### config.mk
export PLATFORM = sky130hd
export DESIGN_NAME = http_header_section_parser
export DESIGN_NICKNAME = d
export VERILOG_FILES = /design/src/rtl/hhsp_pkg.sv /design/src/rtl/hhsp_front.sv /design/src/rtl/hhsp_queue.sv /design/src/rtl/hhsp_back.sv /design/src/rtl/http_header_section_parser.sv
export VERILOG_INCLUDE_DIRS = /design/src /design/src/rtl
export SDC_FILE = /design/constraint.sdc
export NUM_CORES = 1
export LEC_CHECK = 0
export ABC_AREA = 1
export BUFFER_PORTS_ARGS = -buffer_cell sky130_fd_sc_hd__buf_4
export CORE_MARGIN = 2
export CORE_UTILIZATION = 35
export CTS_CLUSTER_SIZE = 28
export DETAILED_ROUTE_END_ITERATION = 10
export GPL_TIMING_DRIVEN = 0
export SYNTH_ARGS = -nofsm -noshare
export SYNTH_HDL_FRONTEND = slang
export SYNTH_SLANG_ARGS = --single-unit
### constraint.sdc
create_clock -name clock -period 4.4 [get_ports clock]
set_input_delay 0.88 -clock clock [delete_from_list [all_inputs] [get_ports clock]]
set_output_delay 0.88 -clock clock [all_outputs]
set_load 0.03 [all_outputs]
### src/rtl/http_header_section_parser_assert.svh
// ----------------------------------------------------------------------------
// Assertion macros for the HTTP header section parser
// Concurrent checks that compile away when SYNTHESIS is defined.
// ----------------------------------------------------------------------------
`ifndef HTTP_HEADER_SECTION_PARSER_ASSERT_SVH
`define HTTP_HEADER_SECTION_PARSER_ASSERT_SVH

`ifndef SYNTHESIS

// property that must hold at every edge out of reset
`define HHSP_ASSERT(label, clk, rst, prop, msg) \
   label: assert property (@(posedge clk) disable iff (rst) (prop)) else $error(msg);

// same-cycle implication
`define HHSP_ASSERT_IMP(label, clk, rst, ante, cons, msg) \
   label: assert property (@(posedge clk) disable iff (rst) (ante) |-> (cons)) \
      else $error(msg);

// next-cycle implication
`define HHSP_ASSERT_NEXT(label, clk, rst, ante, cons, msg) \
   label: assert property (@(posedge clk) disable iff (rst) (ante) |=> (cons)) \
      else $error(msg);

`else

`define HHSP_ASSERT(label, clk, rst, prop, msg)
`define HHSP_ASSERT_IMP(label, clk, rst, ante, cons, msg)
`define HHSP_ASSERT_NEXT(label, clk, rst, ante, cons, msg)

`endif

`endif

### src/rtl/hhsp_pkg.sv
// ----------------------------------------------------------------------------
// hhsp_pkg
// Shared types, character constants and byte classification for the parser.
// ----------------------------------------------------------------------------
`timescale 1ns / 1ps
`default_nettype none

package hhsp_pkg;

   typedef enum logic [1:0] {
      PH_START   = 2'd0,
      PH_HEADERS = 2'd1,
      PH_DONE    = 2'd2
   } phase_type;

   typedef enum logic [1:0] {
      KIND_START_LINE = 2'd0,
      KIND_HEADER     = 2'd1,
      KIND_END        = 2'd2,
      KIND_ERROR      = 2'd3
   } kind_type;

   typedef enum logic [1:0] {
      CAUSE_NONE      = 2'd0,
      CAUSE_NO_CR     = 2'd1,
      CAUSE_BINARY    = 2'd2,
      CAUSE_MALFORMED = 2'd3
   } cause_type;

   typedef enum logic [1:0] {
      FAULT_NONE      = 2'd0,
      FAULT_BINARY    = 2'd2,
      FAULT_MALFORMED = 2'd3
   } fault_type;

   localparam int QUEUE_DEPTH = 2;
   localparam int QPTR_W      = 1;
   localparam int QCNT_W      = 2;

   localparam logic [7:0] CHAR_LF    = 8'h0A;
   localparam logic [7:0] CHAR_CR    = 8'h0D;
   localparam logic [7:0] CHAR_SPACE = 8'h20;
   localparam logic [7:0] CHAR_TILDE = 8'h7E;
   localparam logic [7:0] CHAR_ZERO  = 8'h30;
   localparam logic [7:0] CHAR_ONE   = 8'h31;
   localparam logic [7:0] CHAR_NINE  = 8'h39;

   // status line layout: "HTTP/1.x NNN reason"
   localparam int PREFIX_LEN     = 7;
   localparam int MINOR_POS      = 7;
   localparam int SPACE1_POS     = 8;
   localparam int DIGIT_LAST_POS = 11;
   localparam int SPACE2_POS     = 12;
   localparam int START_LINE_MIN = 14;

   typedef struct packed {
      logic [7:0] value;
      logic       is_lf;
      logic       is_cr;
      logic       is_space;
      logic       is_ctl;     // below space
      logic       is_high;    // above tilde
      logic       is_bin;     // control other than CR, or above tilde
      logic       le_space;
      logic       is_digit;
      logic [3:0] digit;
   } byte_class_type;

   typedef struct packed {
      logic           sof;
      byte_class_type cls;
   } token_type;

   function automatic byte_class_type classify(logic [7:0] b);
      byte_class_type c;
      c.value    = b;
      c.is_lf    = (b == CHAR_LF);
      c.is_cr    = (b == CHAR_CR);
      c.is_space = (b == CHAR_SPACE);
      c.is_ctl   = (b < CHAR_SPACE);
      c.is_high  = (b > CHAR_TILDE);
      c.is_bin   = (c.is_ctl && !c.is_cr) || c.is_high;
      c.le_space = (b <= CHAR_SPACE);
      c.is_digit = (b >= CHAR_ZERO) && (b <= CHAR_NINE);
      c.digit    = b[3:0];
      return c;
   endfunction

   function automatic logic [7:0] prefix_char(logic [2:0] idx);
      logic [7:0] ch;
      case (idx)
         3'd0: ch = 8'h48;   // H
         3'd1: ch = 8'h54;   // T
         3'd2: ch = 8'h54;   // T
         3'd3: ch = 8'h50;   // P
         3'd4: ch = 8'h2F;   // /
         3'd5: ch = 8'h31;   // 1
         3'd6: ch = 8'h2E;   // .
         default: ch = 8'h00;
      endcase
      return ch;
   endfunction

endpackage

`default_nettype wire

### src/rtl/hhsp_front.sv
// ----------------------------------------------------------------------------
// hhsp_front
// Request intake: decodes each byte into character classes and pushes it.
// ----------------------------------------------------------------------------
`timescale 1ns / 1ps
`default_nettype none

module hhsp_front
   import hhsp_pkg::*;
(
   input  wire logic       req_valid,
   output logic            req_stall,
   input  wire logic       req_start_of_message,
   input  wire logic [7:0] req_in_byte,
   input  wire logic       queue_full,
   output logic            push,
   output token_type       push_token
);

   assign req_stall      = queue_full;
   assign push           = req_valid && !queue_full;
   assign push_token.sof = req_start_of_message;
   assign push_token.cls = classify(req_in_byte);

endmodule

`default_nettype wire

### src/rtl/hhsp_queue.sv
// ----------------------------------------------------------------------------
// hhsp_queue
// Two-entry token queue between intake and the line parser.
// ----------------------------------------------------------------------------
`timescale 1ns / 1ps
`default_nettype none
`include "http_header_section_parser_assert.svh"

module hhsp_queue
   import hhsp_pkg::*;
(
   input  wire logic      clock,
   input  wire logic      reset,
   input  wire logic      push,
   input  wire token_type push_token,
   input  wire logic      pop,
   output logic           out_valid,
   output token_type      out_token,
   output logic           full
);

   token_type         entry_ff [QUEUE_DEPTH];
   logic [QPTR_W-1:0] wr_ptr_ff, wr_ptr_in;
   logic [QPTR_W-1:0] rd_ptr_ff, rd_ptr_in;
   logic [QCNT_W-1:0] count_ff, count_in;

   assign out_valid = (count_ff != '0);
   assign full      = (count_ff == QCNT_W'(QUEUE_DEPTH));
   assign out_token = entry_ff[rd_ptr_ff];

   always_comb begin
      wr_ptr_in = wr_ptr_ff;
      rd_ptr_in = rd_ptr_ff;
      count_in  = count_ff;
      if (push) begin
         wr_ptr_in = (wr_ptr_ff == QPTR_W'(QUEUE_DEPTH - 1)) ? '0 : wr_ptr_ff + 1'b1;
      end
      if (pop) begin
         rd_ptr_in = (rd_ptr_ff == QPTR_W'(QUEUE_DEPTH - 1)) ? '0 : rd_ptr_ff + 1'b1;
      end
      if (push && !pop) begin
         count_in = count_ff + 1'b1;
      end else if (pop && !push) begin
         count_in = count_ff - 1'b1;
      end
   end

   always_ff @(posedge clock) begin
      if (reset) begin
         wr_ptr_ff <= '0;
         rd_ptr_ff <= '0;
         count_ff  <= '0;
      end else begin
         wr_ptr_ff <= wr_ptr_in;
         rd_ptr_ff <= rd_ptr_in;
         count_ff  <= count_in;
      end
   end

   always_ff @(posedge clock) begin
      if (push) begin
         entry_ff[wr_ptr_ff] <= push_token;
      end
   end

   `HHSP_ASSERT(a_q_bound, clock, reset, count_ff <= QCNT_W'(QUEUE_DEPTH), "queue count above depth")
   `HHSP_ASSERT_IMP(a_q_no_underflow, clock, reset, pop, count_ff != '0, "pop from empty queue")
   `HHSP_ASSERT_IMP(a_q_grow, clock, reset, !$past(reset) && $past(push) && !$past(pop), count_ff == $past(count_ff) + 1'b1, "queue count did not grow on push")

endmodule

`default_nettype wire

### src/rtl/hhsp_back.sv
// ----------------------------------------------------------------------------
// hhsp_back
// Line parser: tracks line state per byte and registers one response per LF until the head ends.
// ----------------------------------------------------------------------------
`timescale 1ns / 1ps
`default_nettype none
`include "http_header_section_parser_assert.svh"

module hhsp_back
   import hhsp_pkg::*;
#(
   parameter int MAX_LINE = 8192
) (
   input  wire logic        clock,
   input  wire logic        reset,
   input  wire logic        parse_mode,
   input  wire logic        tok_valid,
   input  wire token_type   tok,
   output logic             tok_pop,
   output logic             rsp_valid,
   input  wire logic        rsp_stall,
   output logic [1:0]       rsp_line_kind,
   output logic [1:0]       rsp_error_cause,
   output logic             rsp_http_minor,
   output logic [9:0]       rsp_status_code,
   output logic [13:0]      rsp_line_length
);

   localparam int POS_W = $clog2(MAX_LINE + 1);

   typedef struct packed {
      logic [POS_W-1:0] pos;
      logic             cr_pending;
      logic             last_space;
      fault_type        fault;
      logic [1:0]       spaces;
      logic             minor;
      logic [9:0]       status;
   } line_state_type;

   localparam line_state_type LINE_CLEAR = '0;

   function automatic line_state_type take_content(line_state_type s, byte_class_type c,
                                                    logic in_start, logic resp);
      line_state_type   n;
      logic             bad;
      logic [POS_W-1:0] p;
      n   = s;
      bad = 1'b0;
      p   = s.pos;
      if (in_start) begin
         if (resp) begin
            if (p < POS_W'(PREFIX_LEN)) begin
               bad = (c.value != prefix_char(p[2:0]));
            end else if (p == POS_W'(MINOR_POS)) begin
               if (c.value == CHAR_ZERO) begin
                  n.minor = 1'b0;
               end else if (c.value == CHAR_ONE) begin
                  n.minor = 1'b1;
               end else begin
                  bad = 1'b1;
               end
            end else if (p == POS_W'(SPACE1_POS) || p == POS_W'(SPACE2_POS)) begin
               bad = !c.is_space;
            end else if (p <= POS_W'(DIGIT_LAST_POS)) begin
               if (c.is_digit) begin
                  // times ten, wrapping at ten bits
                  n.status = (s.status << 3) + (s.status << 1) + {6'd0, c.digit};
               end else begin
                  bad = 1'b1;
               end
            end else begin
               bad = c.is_ctl || c.is_high;
            end
         end else begin
            if (c.is_ctl) begin
               bad = 1'b1;
            end
            if (s.last_space && c.le_space) begin
               bad = 1'b1;
            end
            if (c.is_space && s.spaces != 2'd3) begin
               n.spaces = s.spaces + 2'd1;
            end
         end
      end
      if (c.is_bin) begin
         n.fault = FAULT_BINARY;
      end else if (bad && s.fault == FAULT_NONE) begin
         n.fault = FAULT_MALFORMED;
      end
      n.last_space = c.is_space;
      if (p < POS_W'(MAX_LINE)) begin
         n.pos = p + 1'b1;
      end
      return n;
   endfunction

   phase_type      phase_ff, phase_in;
   line_state_type line_ff, line_in;
   logic           rsp_valid_ff, rsp_valid_in;
   kind_type       kind_ff, kind_in;
   cause_type      cause_ff, cause_in;
   logic           minor_ff, minor_in;
   logic [9:0]     status_ff, status_in;
   logic [13:0]    length_ff, length_in;

   logic           out_free;
   logic           produce;
   phase_type      ph0;
   line_state_type s0, s1;
   logic           start_bad;

   assign out_free = !rsp_valid_ff || !rsp_stall;
   // an LF waits in the queue until the response register can take it
   assign tok_pop  = tok_valid && (!tok.cls.is_lf || out_free);

   always_comb begin
      ph0       = tok.sof ? PH_START : phase_ff;
      s0        = tok.sof ? LINE_CLEAR : line_ff;
      s1        = s0;
      start_bad = 1'b0;
      phase_in  = phase_ff;
      line_in   = line_ff;
      produce   = 1'b0;
      kind_in   = KIND_ERROR;
      cause_in  = CAUSE_NONE;
      minor_in  = 1'b0;
      status_in = '0;
      length_in = 14'(s0.pos);

      if (tok_pop) begin
         phase_in = ph0;
         line_in  = s0;
         if (ph0 != PH_DONE) begin
            if (!tok.cls.is_lf) begin
               // a CR not followed by LF becomes ordinary line content
               if (s0.cr_pending) begin
                  s1.cr_pending = 1'b0;
                  s1 = take_content(s1, classify(CHAR_CR), ph0 == PH_START, parse_mode);
               end
               if (tok.cls.is_cr) begin
                  s1.cr_pending = 1'b1;
               end else begin
                  s1 = take_content(s1, tok.cls, ph0 == PH_START, parse_mode);
               end
               line_in = s1;
            end else begin
               produce = 1'b1;
               line_in = LINE_CLEAR;
               if (!s0.cr_pending) begin
                  kind_in  = KIND_ERROR;
                  cause_in = CAUSE_NO_CR;
               end else if (s0.fault == FAULT_BINARY) begin
                  kind_in  = KIND_ERROR;
                  cause_in = CAUSE_BINARY;
               end else if (ph0 == PH_START) begin
                  start_bad = (s0.fault != FAULT_NONE) || s0.last_space;
                  if (parse_mode) begin
                     start_bad = start_bad || (s0.pos < POS_W'(START_LINE_MIN))
                                 || (s0.status == '0);
                  end else begin
                     start_bad = start_bad || (s0.spaces != 2'd2);
                  end
                  if (start_bad) begin
                     kind_in  = KIND_ERROR;
                     cause_in = CAUSE_MALFORMED;
                  end else begin
                     kind_in = KIND_START_LINE;
                     if (parse_mode) begin
                        minor_in  = s0.minor;
                        status_in = s0.status;
                     end
                  end
               end else if (s0.pos == '0) begin
                  kind_in = KIND_END;
               end else begin
                  kind_in = KIND_HEADER;
               end
               case (kind_in)
                  KIND_ERROR, KIND_END: phase_in = PH_DONE;
                  KIND_START_LINE:      phase_in = PH_HEADERS;
                  default:              phase_in = ph0;
               endcase
            end
         end
      end

      rsp_valid_in = produce || (rsp_valid_ff && rsp_stall);
   end

   always_ff @(posedge clock) begin
      if (reset) begin
         phase_ff     <= PH_START;
         line_ff      <= LINE_CLEAR;
         rsp_valid_ff <= 1'b0;
      end else begin
         phase_ff     <= phase_in;
         line_ff      <= line_in;
         rsp_valid_ff <= rsp_valid_in;
      end
   end

   always_ff @(posedge clock) begin
      if (produce) begin
         kind_ff   <= kind_in;
         cause_ff  <= cause_in;
         minor_ff  <= minor_in;
         status_ff <= status_in;
         length_ff <= length_in;
      end
   end

   assign rsp_valid       = rsp_valid_ff;
   assign rsp_line_kind   = kind_ff;
   assign rsp_error_cause = cause_ff;
   assign rsp_http_minor  = minor_ff;
   assign rsp_status_code = status_ff;
   assign rsp_line_length = length_ff;

   `HHSP_ASSERT_NEXT(a_b_done, clock, reset, produce && (kind_in == KIND_ERROR || kind_in == KIND_END), phase_ff == PH_DONE, "parser not done after end or error")
   `HHSP_ASSERT_IMP(a_b_cause, clock, reset, rsp_valid_ff && kind_ff != KIND_ERROR, cause_ff == CAUSE_NONE, "cause set on a good line")
   `HHSP_ASSERT_IMP(a_b_status, clock, reset, rsp_valid_ff && kind_ff != KIND_START_LINE, status_ff == '0 && !minor_ff, "status on a non start line")

endmodule

`default_nettype wire

### src/rtl/http_header_section_parser.sv
// ----------------------------------------------------------------------------
// http_header_section_parser
// HTTP/1.x message head checker: one byte per request, one response per line of the head.
// ----------------------------------------------------------------------------
//  channel   direction  handshake             payload
//  req_      in         req_valid/req_stall   start_of_message, in_byte
//  rsp_      out        rsp_valid/rsp_stall   line_kind, error_cause, http_minor,
//                                             status_code, line_length
//  csr_      in         csr_wr_en             wr_data = parse_mode
//
//  One byte per cycle unless stalled; an LF goes to the queue, then the response register.
//  The per-byte state update in the parser sets the rate.
//  Synchronous reset empties the queue, returns to the start line, mode response.
//  A stalled response holds its register; later LF bytes wait in the queue.
//  req_stall rises once two bytes are queued.
// ----------------------------------------------------------------------------
`timescale 1ns / 1ps
`default_nettype none

module http_header_section_parser
   import hhsp_pkg::*;
#(
   parameter int MAX_LINE = 8192
) (
   input  wire logic        clock,
   input  wire logic        reset,
   input  wire logic        req_valid,
   output logic             req_stall,
   input  wire logic        req_start_of_message,
   input  wire logic [7:0]  req_in_byte,
   output logic             rsp_valid,
   input  wire logic        rsp_stall,
   output logic [1:0]       rsp_line_kind,
   output logic [1:0]       rsp_error_cause,
   output logic             rsp_http_minor,
   output logic [9:0]       rsp_status_code,
   output logic [13:0]      rsp_line_length,
   input  wire logic        csr_wr_en,
   input  wire logic        csr_wr_data
);

   logic      parse_mode_ff, parse_mode_in;
   logic      push, pop, queue_full, tok_valid;
   token_type push_token, tok;

   assign parse_mode_in = csr_wr_en ? csr_wr_data : parse_mode_ff;

   always_ff @(posedge clock) begin
      if (reset) begin
         parse_mode_ff <= 1'b1;
      end else begin
         parse_mode_ff <= parse_mode_in;
      end
   end

   hhsp_front u_front (
      .req_valid            (req_valid),
      .req_stall            (req_stall),
      .req_start_of_message (req_start_of_message),
      .req_in_byte          (req_in_byte),
      .queue_full           (queue_full),
      .push                 (push),
      .push_token           (push_token)
   );

   hhsp_queue u_queue (
      .clock      (clock),
      .reset      (reset),
      .push       (push),
      .push_token (push_token),
      .pop        (pop),
      .out_valid  (tok_valid),
      .out_token  (tok),
      .full       (queue_full)
   );

   hhsp_back #(
      .MAX_LINE (MAX_LINE)
   ) u_back (
      .clock           (clock),
      .reset           (reset),
      .parse_mode      (parse_mode_ff),
      .tok_valid       (tok_valid),
      .tok             (tok),
      .tok_pop         (pop),
      .rsp_valid       (rsp_valid),
      .rsp_stall       (rsp_stall),
      .rsp_line_kind   (rsp_line_kind),
      .rsp_error_cause (rsp_error_cause),
      .rsp_http_minor  (rsp_http_minor),
      .rsp_status_code (rsp_status_code),
      .rsp_line_length (rsp_line_length)
   );

endmodule

`default_nettype wire

==> impl_metrics.py, run 1 <==
metrics = {
    "grt": {
        "track_usage": 0.171,
        "antenna_found_initial": 0,
        "grt_pass1_vias": 4893,
        "grt_pass1_wl_mm": 24.7,
        "grt_max_degree": 32,
        "grt-ovfl-total": 0,
    },
    "detailed_routing": {
        "dr.first_iter.drc_count": 361,
        "route.detailed.wl_per_inst_um": 14.2,
        "vias": 5200,
        "drt_wl_total_mm": 15.0,
        "vias_per_cell": 4.93,
        "drc_errors": 0,
        "drt_pass1_iterations": 5,
        "drtAntennaViolNets": 0,
    },
    "floorplanning": {
        "rows": 48,
        "io_pins": 46,
        "die_w_um": 137,
        "core_area_mm2": 0.0174,
        "dieHeight_um": 137,
        "start_util": 0.359,
        "die-area_mm2": 0.0189,
    },
    "synthesis": {
        "seq_area_frac_synth": 0.432,
        "syn_nets": 809,
        "synth.top_cell.area_share": 0.304,
        "synth_enable_flop_cells": 63,
        "synthCells": 769,
        "ys_types": 50,
        "netlist_area_mm2": 0.00623,
        "synthTopCellsByArea": "edfxtp_1 30%, dfxtp_1 13%, nand2_1 9.7%, inv_1 5.7%, nand3_1 5.4%",
        "avgSynthCellArea_um2": 8.10,
        "async_reset_ff_frac": 0,
        "synth-main-ff-cell": "edfxtp_1",
        "synth_top_area_cell": "edfxtp_1",
        "synth_seq_cells": 103,
        "ys_warn_count": 0,
    },
    "sta": {
        "final.period_utilization": 0.792,
        "slew_viol_final": 0,
        "skew_ns": 0.00584,
        "fmax_mhz": 287,
        "tightest_slew_ns": 0.921,
        "rsz0062_at_grt": "no",
        "setup_violations": 0,
        "slew_headroom": 0.385,
        "tns_ns": 0,
        "setup_slack_ns": 0.913,
        "hold_slack_ns": 0.456,
        "min_period_ns": 3.49,
        "hold_violations": 0,
    },
    "power_and_ir_drop": {
        "p_switching_mw": 1.49,
        "peakVddDrop_v": 0.000386,
        "power.density_mw_per_mm2": 514,
        "clock_power_share": 0.241,
        "p_int_mw": 2.21,
        "p_comb_frac": 0.406,
        "leakage_nw": 3.11,
        "seqPwrFrac": 0.353,
        "p_sw_frac": 0.403,
        "total_power_mw": 3.69,
    },
    "hold_path": {
        "hold_path_class": "flip-flop to flip-flop",
        "holdPathEnd": "u_queue.rd_ptr_ff$_SDFFE_PP0P_",
        "hold_start": "u_queue.rd_ptr_ff$_SDFFE_PP0P_",
        "holdPathStages": 1,
    },
    "setup_path": {
        "cp.required_ns": 4.65,
        "reg2reg_slack_ns": 0.91,
        "endpoint_kind": "flip-flop",
        "crit_fanout": 10,
        "timing.rr.end": "u_back.line_ff[9]$_SDFFE_PP0P_",
        "cp-start-kind": "flip-flop",
        "crit_arrival_ns": 3.74,
        "worstSetupPathType": "flip-flop to flip-flop",
        "rr_worst_depth": 19,
    },
    "clocking": {
        "clock_sinks": 103,
        "cts_made_buffers": 9,
        "clock_latency_ns": 0.36,
        "cts.clk_slew.worst_paths_ns": 0.07,
        "cts_tree": "done",
        "clockBufferDepth": 2,
        "postCtsHoldBufs": 0,
        "cts_resized": 0,
        "root_buffer": "clkbuf_16",
        "htreeDepth": 3,
        "post_cts_buffers": 0,
    },
    "layout": {
        "drive_above_1_share": 0.171,
        "diodes": 0,
        "final_nets": 864,
        "area_growth_pct": 15.3,
        "stdcell_count": 1054,
    },
    "place": {
        "hpwl_mm": 11.4,
        "port-buffer-count": 44,
        "place_inst": 1038,
        "routabilityCongestion": 0.858,
        "pre_cts_slack_ns": 0.932,
    },
    "outcome": {
        "run_status": "complete, no violations",
    },
    "job": {
        "cap_violations": 0,
    },
}
## cells in the mapped netlist, types with 10 or more instances
cell	instances
nand2_1	161
inv_1	95
nor2_1	76
nand3_1	67
edfxtp_1	63
a21oi_1	60
dfxtp_1	40
o21ai_0	24
ha_1	23
nand4_1	19
o21ai_1	12
nand2_2	11
nor3_1	11
inv_2	10
## power by group through the flow
stage	clock network [mW]	logic (mW)	registers (mW)
floorplan	0	0.890	1.48
global placement	0	1.50	1.33
detailed placement	0	1.51	1.33
CTS	0.909	1.52	1.31
global route	0.937	1.67	1.33
finish	0.889	1.50	1.31
## layout make-up
class                      count  area [um2]
tap                          225         282
multi-input combinational    543        3020
buffer                        17         118
timing repair buffer          44         330
fill                        1749       10200
clock buffer                  10         239
sequential                   103        2690
clock inverter                 6        91.3
inverter                     106         412
## registers in the layout, indices dropped and copies added, names as in the netlist, 2 cells and up, named ones only
register                count
u_queue.entry_ff           34
u_back.line_ff             31
u_back.rsp_line_length     14
u_back.rsp_status_code     10
u_back.phase_ff             2
u_back.rsp_error_cause      2
u_back.rsp_line_kind        2
u_queue.count_ff            2
## layer usage
layer  up-vias  global-route usage  routed length, um
li1       2679                   -                  -
met1      2374               0.235               7140
met2       126               0.271               6790
met3        21              0.0338                805
met4         0              0.0544                271
met5         -                   0                  0
## logic make-up (layout without fill, tap and decap cells)
kind of cell             after synthesis  after routing  synth area share
flip-flops                           103            103             0.432
XOR/XNOR                              10             10            0.0141
AO/OA/AOI/OAI                        113            113            0.0990
multiplexers                           5              5           0.00803
buffers and inverters                123            183            0.0849
AND/OR/NAND/NOR                      390            390             0.309
adder cells (fa/ha/maj)               25             25            0.0526
## through the flow
step           area (um2)   util
6_report             7190  0.414
5_1_grt              7190  0.414
3_5_place_dp         6860  0.395
4_1_cts              7190  0.414
2_1_floorplan        6230      -
3_3_place_gp         6840  0.394
## critical path, cell delays in order, from the launching register on
cell and delay (ns):
dfxtp_1 0.34, bufinv_8 0.20, nand2_2 0.08, nand2_4 0.07, buf_8 0.16, buf_4 0.18, nand2_1 0.17, inv_1 0.11
fa_1 0.41, ha_1 0.35, a21oi_1 0.17, nand2_1 0.10, a21oi_1 0.14, o21ai_0 0.15, a21o_1 0.19, a21oi_1 0.15
xor2_1 0.18, nand3_1 0.09, nand3_1 0.09, a21oi_1 0.06
## worst max-delay path by stage
stage                                       from  slack, ns                                       to
2_1_floorplan                          flip-flop       1.27  u_back.rsp_error_cause[1]$_SDFFCE_PN0P_
3_3_place_gp                           flip-flop       0.15  u_back.rsp_error_cause[1]$_SDFFCE_PN0P_
3_5_place_dp   u_queue.entry_ff[0][20]$_DFFE_PP_       0.93          u_back.line_ff[13]$_SDFFE_PP0P_
4_1_cts                                flip-flop       0.90           u_back.line_ff[9]$_SDFFE_PP0P_
5_1_grt        u_queue.entry_ff[0][20]$_DFFE_PP_       0.53          u_back.line_ff[13]$_SDFFE_PP0P_
6_report                               flip-flop       0.91           u_back.line_ff[9]$_SDFFE_PP0P_
## layout by cell type (no fill, tap or decap), types with 11 or more instances in the layout
cell type / synthesis / final
a21oi_1: 60 / 60
nand2_1: 161 / 161
buf_4: 4 / 48
nand2_2: 11 / 11
inv_1: 95 / 95
nand3_1: 67 / 67
nand4_1: 19 / 19
o21ai_1: 12 / 12
edfxtp_1: 63 / 63
ha_1: 23 / 23
o21ai_0: 24 / 24
nor3_1: 11 / 11
nor2_1: 76 / 73
dfxtp_1: 40 / 40
(Power assumes the default switching activity.)
==> run 2, diff against run 1 <==
Clock period 4.4 ns to 3.4 ns, I/O delays scaled along.
==> run 2 against run 1 <==
Net effect:
- sequential share of layout area down 0.79 points
- register-to-register slack worse by 0.72 ns
- combinational power up 36%
- die area unchanged
- non-clock buffer count up 7
- critical path depth down 2
- global-route usage about the same
- fmax up 8.9%
- utilization up 0.91 points
- worst hold slack worse by 0.0041 ns
- count of clock-buffer cells in the layout unchanged
- sequential power up 29%
==> impl_metrics.py, run 2 (synthesis gave the netlist of run 1 again) <==
metrics = {
    "layout": {
        "stdcell_count": 1061,
        "diodes": 0,
        "final_cell_mix": "156 x nand2_1, 94 x inv_1, 70 x nor2_1",
        "drive_above_1_share": 0.199,
        "largest_reg_flops": 34,
        "final_common_cell": "nand2_1",
        "final_area_mm2": 0.00734,
        "top_register": "u_queue.entry_ff",
        "final_nets": 871,
        "area_growth_pct": 17.8,
    },
    "floorplanning": {
        "core_area_mm2": 0.0174,
        "start_util": 0.359,
        "io_pins": 46,
        "die_w_um": 137,
        "die-area_mm2": 0.0189,
        "rows": 48,
        "dieHeight_um": 137,
    },
    "setup_path": {
        "cp-start-kind": "flip-flop",
        "cp.required_ns": 3.65,
        "endpoint_kind": "flip-flop",
        "max_stage_delay_ns": 0.53,
        "reg2reg_slack_ns": 0.20,
        "crit_fanout": 10,
        "crit_chain": "bufinv_8 > nand2_2 > nand2_4 > buf_12 > buf_8 > nand2_4 > inv_1 > fa_1 > inv_1 > fa_1 > o21ai_0 > nand2_1 > nand2_1 > a21oi_1 > xnor2_1 > o21ai_1 > a21oi_1",
        "crit_family": "adder cells",
        "crit_arrival_ns": 3.45,
        "worstSetupPathType": "flip-flop to flip-flop",
        "crit_buf_inv": 5,
        "crit_slowest_cell": "fa_1",
    },
    "sta": {
        "setup_slack_ns": 0.198,
        "tns_ns": 0,
        "fmax_mhz": 312,
        "min_period_ns": 3.20,
        "tightest_slew_ns": 0.929,
        "slew_headroom": 0.379,
        "final.period_utilization": 0.942,
        "hold_violations": 0,
        "setup_violations": 0,
        "slew_viol_final": 0,
        "hold_slack_ns": 0.452,
        "skew_ns": 0.00643,
    },
    "hold_path": {
        "hold_path_class": "flip-flop to flip-flop",
    },
    "place": {
        "placedInstanceArea_mm2": 0.00686,
        "place_inst": 1038,
        "hpwl_mm": 11.4,
        "routabilityCongestion": 0.858,
        "pre_cts_slack_ns": -0.0678,
        "port-buffer-count": 44,
    },
    "grt": {
        "antenna_found_initial": 0,
        "grt_pass1_wl_mm": 24.7,
        "grt-ovfl-total": 0,
        "grt_max_degree": 32,
        "grt_pass1_vias": 4908,
        "track_usage": 0.171,
    },
    "detailed_routing": {
        "wl_met1_mm": 7.12,
        "drtAntennaViolNets": 0,
        "highest_layer": "met4",
        "dr.first_iter.drc_count": 394,
        "vias_per_cell": 4.96,
        "drt_pass1_iterations": 6,
        "drc_errors": 0,
        "drt_wl_total_mm": 15.2,
        "met2_wirelength_mm": 6.86,
        "route.detailed.wl_per_inst_um": 14.3,
        "met3_length_um": 880,
        "vias": 5266,
    },
    "power_and_ir_drop": {
        "p_comb_frac": 0.419,
        "p_switching_mw": 1.96,
        "clock_power_share": 0.236,
        "seqPwrFrac": 0.346,
        "leakage_nw": 3.16,
        "p_int_mw": 2.92,
        "p_sw_frac": 0.402,
        "power.density_mw_per_mm2": 665,
        "peakVddDrop_v": 0.000500,
    },
    "clocking": {
        "clock_sinks": 103,
        "root_buffer": "clkbuf_16",
        "clock_latency_ns": 0.36,
        "clockBufferDepth": 2,
        "cts.clk_slew.worst_paths_ns": 0.07,
        "cts_made_buffers": 9,
        "cts_tree": "done",
        "htreeDepth": 3,
    },
    "outcome": {
        "run_status": "complete, no violations",
    },
    "job": {
        "cap_violations": 0,
    },
}
-- run 2: cell count changes in the layout (fill, tap and decap cells not counted), moves of 3 or more --
cell     previous run  this run
nand2_4             6         9
nor2_2             10        13
nand2_1           161       156
ha_1               23        19
nor2_1             73        70
buf_4              48        54
-- run 2: power by group through the flow --
stage / registers [mW] / logic (mW) / clock network [mW]
after detailed placement: 1.72 / 1.95 / 0
after CTS: 1.69 / 1.98 / 1.18
after global routing: 1.72 / 2.26 / 1.21
after global placement: 1.72 / 1.94 / 0
after floorplan: 1.92 / 1.15 / 0
final: 1.69 / 2.04 / 1.15
-- run 2: stage by stage --
| step | util | total power [mW] |
|---|---|---|
| 3_3_place_gp | 0.394 | 3.66 |
| 3_5_place_dp | 0.395 | 3.67 |
| 4_1_cts | 0.415 | 4.84 |
| 2_1_floorplan | - | 3.07 |
| 5_1_grt | 0.423 | 5.19 |
| 6_report | 0.423 | 4.89 |
-- run 2: area by class of cell --
type                       instances  area [um2]
buffer                            17         130
clock buffer                      10         239
clock inverter                     6        91.3
fill                            1729       10000
inverter                         106         412
multi-input combinational        543        3110
sequential                       103        2690
tap                              225         282
timing repair buffer              51         383
-- run 2: final timing paths --
| path | from | end | depth (start not counted) |
|---|---|---|---|
| worst min register to register | u_queue.rd_ptr_ff$_SDFFE_PP0P_ | flip-flop | 1 |
| worst min-delay path | u_queue.rd_ptr_ff$_SDFFE_PP0P_ | flip-flop | 1 |
| worst max-delay path | flip-flop | u_back.line_ff[8]$_SDFFE_PP0P_ | 17 |
| worst max register to register | flip-flop | u_back.line_ff[8]$_SDFFE_PP0P_ | 17 |
-- run 2: per-layer routing --
layer / track usage / vias to the layer above
met2: 0.272 / 149
li1: - / 2694
met5: 0 / -
met3: 0.0338 / 23
met4: 0.0544 / 0
met1: 0.234 / 2400
-- run 2: timing repair --
| item | 4_1_cts | 5_1_grt |
|---|---|---|
| gates resized for setup | 5 | 21 |
| buffers inserted | 1 | 6 |
| pin swaps | 0 | 2 |
| endpoints found under the setup margin | 3 | 11 |
| hold buffers | 0 | 0 |
==> run 3, diff against run 2 <==
Settings changed: MAX_ROUTING_LAYER set to met4, PLACE_DENSITY set to 0.54.
==> run 3 against run 2 <==
Net effect:
- sequential power barely moved
- fmax fell by 0.57%
- sequential share of layout area up 0.24 points
- global-route usage rose by 0.80 points
- first-iteration DRC count is 33% lower
- combinational power about the same
- clock skew increased by 0.0011 ns
- critical path depth rose by 2
- total power shrank 1.4%
- largest cell class unchanged
==> impl_metrics.py, run 3 (synthesis gave the netlist of run 1 again) <==
metrics = {
    "outcome": {
        "run_status": "complete, no violations",
    },
    "sta": {
        "setup_violations": 0,
        "slew_headroom": 0.384,
        "final.period_utilization": 0.947,
        "setup_slack_ns": 0.179,
        "min_period_ns": 3.22,
        "tightest_slew_ns": 0.922,
        "hold_violations": 0,
        "skew_ns": 0.00755,
        "fmax_mhz": 310,
        "rsz0062_at_grt": "yes",
        "slew_viol_final": 0,
    },
    "detailed_routing": {
        "drt_pass1_iterations": 5,
        "drtAntennaViolNets": 0,
        "dr.first_iter.drc_count": 265,
        "route.detailed.wl_per_inst_um": 14.6,
        "drt_wl_total_mm": 15.4,
        "vias": 5144,
        "vias_per_cell": 4.87,
        "drc_errors": 0,
    },
    "grt": {
        "antenna_found_initial": 0,
        "grt_pass1_wl_mm": 24.9,
        "grt_pass1_vias": 4813,
        "track_usage": 0.179,
        "grt-ovfl-total": 0,
        "grt_max_degree": 32,
    },
    "layout": {
        "post-route-util": 0.421,
        "diodes": 0,
        "final_common_cell": "nand2_1",
        "stdcell_count": 1056,
        "largest_reg_flops": 34,
        "top_register": "u_queue.entry_ff",
        "final_nets": 866,
        "final_cell_mix": "155 x nand2_1, 92 x inv_1, 72 x nor2_1",
        "drive_above_1_share": 0.193,
        "area_growth_pct": 17.2,
        "final_area_mm2": 0.00730,
    },
    "place": {
        "place_inst": 1038,
        "placedInstanceArea_mm2": 0.00686,
        "port-buffer-count": 44,
        "routabilityCongestion": 0.857,
        "pre_cts_slack_ns": -0.210,
        "hpwl_mm": 11.7,
    },
    "clocking": {
        "htreeDepth": 3,
        "cts.clk_slew.worst_paths_ns": 0.07,
        "cts_tree": "done",
        "root_buffer": "clkbuf_16",
        "clock_latency_ns": 0.35,
        "clock_sinks": 103,
        "postCtsHoldBufs": 0,
        "clockBufferDepth": 2,
        "cts_made_buffers": 9,
    },
    "power_and_ir_drop": {
        "p_switching_mw": 1.94,
        "p_sw_frac": 0.402,
        "seqPwrFrac": 0.352,
        "leakage_nw": 3.13,
        "p_comb_frac": 0.421,
        "clock_power_share": 0.227,
        "power.density_mw_per_mm2": 659,
        "p_int_mw": 2.88,
        "peakVddDrop_v": 0.000347,
    },
    "floorplanning": {
        "start_util": 0.359,
        "die_w_um": 137,
        "dieHeight_um": 137,
        "rows": 48,
        "io_pins": 46,
        "die-area_mm2": 0.0189,
        "core_area_mm2": 0.0174,
    },
    "setup_path": {
        "cp-start-kind": "flip-flop",
        "worstSetupPathType": "flip-flop to flip-flop",
        "crit_arrival_ns": 3.46,
        "rr_worst_depth": 19,
        "crit_fanout": 10,
        "endpoint_kind": "flip-flop",
        "cp.required_ns": 3.64,
    },
    "hold_path": {
        "holdPathStages": 1,
        "hold_path_class": "flip-flop to flip-flop",
    },
    "job": {
        "cap_violations": 0,
    },
}
[run 3: cell types whose count changed in the layout (fill, tap and decap cells not counted), moves of 2 or more]
cell      previous run  this run
buf_4               54        49
inv_1               94        92
inv_6                2         0
nor2_1              70        72
inv_2               11        13
nor2_2              13        11
clkbuf_1             3         6
[run 3: path summary, 6_finish.rpt]
kind / end / startpoint / slack, ns
hold reg to reg: flip-flop / u_queue.rd_ptr_ff$_SDFFE_PP0P_ / 0.44
setup reg to reg: u_back.line_ff[9]$_SDFFE_PP0P_ / flip-flop / 0.18
hold / removal: flip-flop / u_queue.rd_ptr_ff$_SDFFE_PP0P_ / 0.44
setup / recovery: u_back.line_ff[9]$_SDFFE_PP0P_ / flip-flop / 0.18
[run 3: stage by stage]
step / power, mW / hold slack (ns) / setup TNS, ns
final: 4.82 / 0.443 / 0
after global routing: 5.14 / 0.473 / -0.150
after CTS: 4.82 / 0.448 / 0
after detailed placement: 3.69 / 0.440 / -0.568
after global placement: 3.68 / 0.436 / -26.99
after floorplan: 3.07 / 0.425 / 0
[run 3: what timing repair did]
action	CTS	global route
setup buffers	2	0
hold endpoints to repair	0	0
setup endpoints to repair	4	13
pin swaps	2	2
resized for setup	7	24
[run 3: area by class of cell]
| cell class | instances | area, um2 |
|---|---|---|
| sequential | 103 | 2700 |
| tap | 225 | 282 |
| multi-input combinational | 543 | 3120 |
| buffer | 17 | 139 |
| fill | 1759 | 10100 |
| clock inverter | 4 | 72.6 |
| timing repair buffer | 46 | 345 |
| clock buffer | 12 | 236 |
| inverter | 106 | 412 |
[run 3: metal layers]
layer / global-route usage / up-vias / share of wire
met5: - / - / 0
met4: 0.0487 / 0 / 0.0099
met3: 0.0302 / 12 / 0.041
met2: 0.286 / 109 / 0.46
met1: 0.236 / 2352 / 0.49
li1: - / 2671 / -
[run 3: power by group through the flow]
stage | sequential, mW | clock (mW) | combinational (mW)
6_report | 1.69 | 1.09 | 2.03
5_1_grt | 1.72 | 1.16 | 2.25
4_1_cts | 1.69 | 1.12 | 2.00
3_5_place_dp | 1.72 | 0 | 1.97
3_3_place_gp | 1.73 | 0 | 1.95
2_1_floorplan | 1.92 | 0 | 1.15
[run 3: worst max-delay path: stages (launching register included)]
cell	delay (ns)
dfxtp_4	0.37
bufinv_8	0.19
nand2_2	0.08
nand2_4	0.07
buf_12	0.15
buf_12	0.15
nand2_4	0.09
inv_2	0.05
fa_2	0.54
ha_1	0.22
nand3_1	0.07
nand2_1	0.09
a21oi_2	0.13
o21ai_1	0.09
a21o_1	0.18
a21oi_2	0.13
xor2_1	0.23
nand3_1	0.11
nand3_1	0.10
a21oi_1	0.06
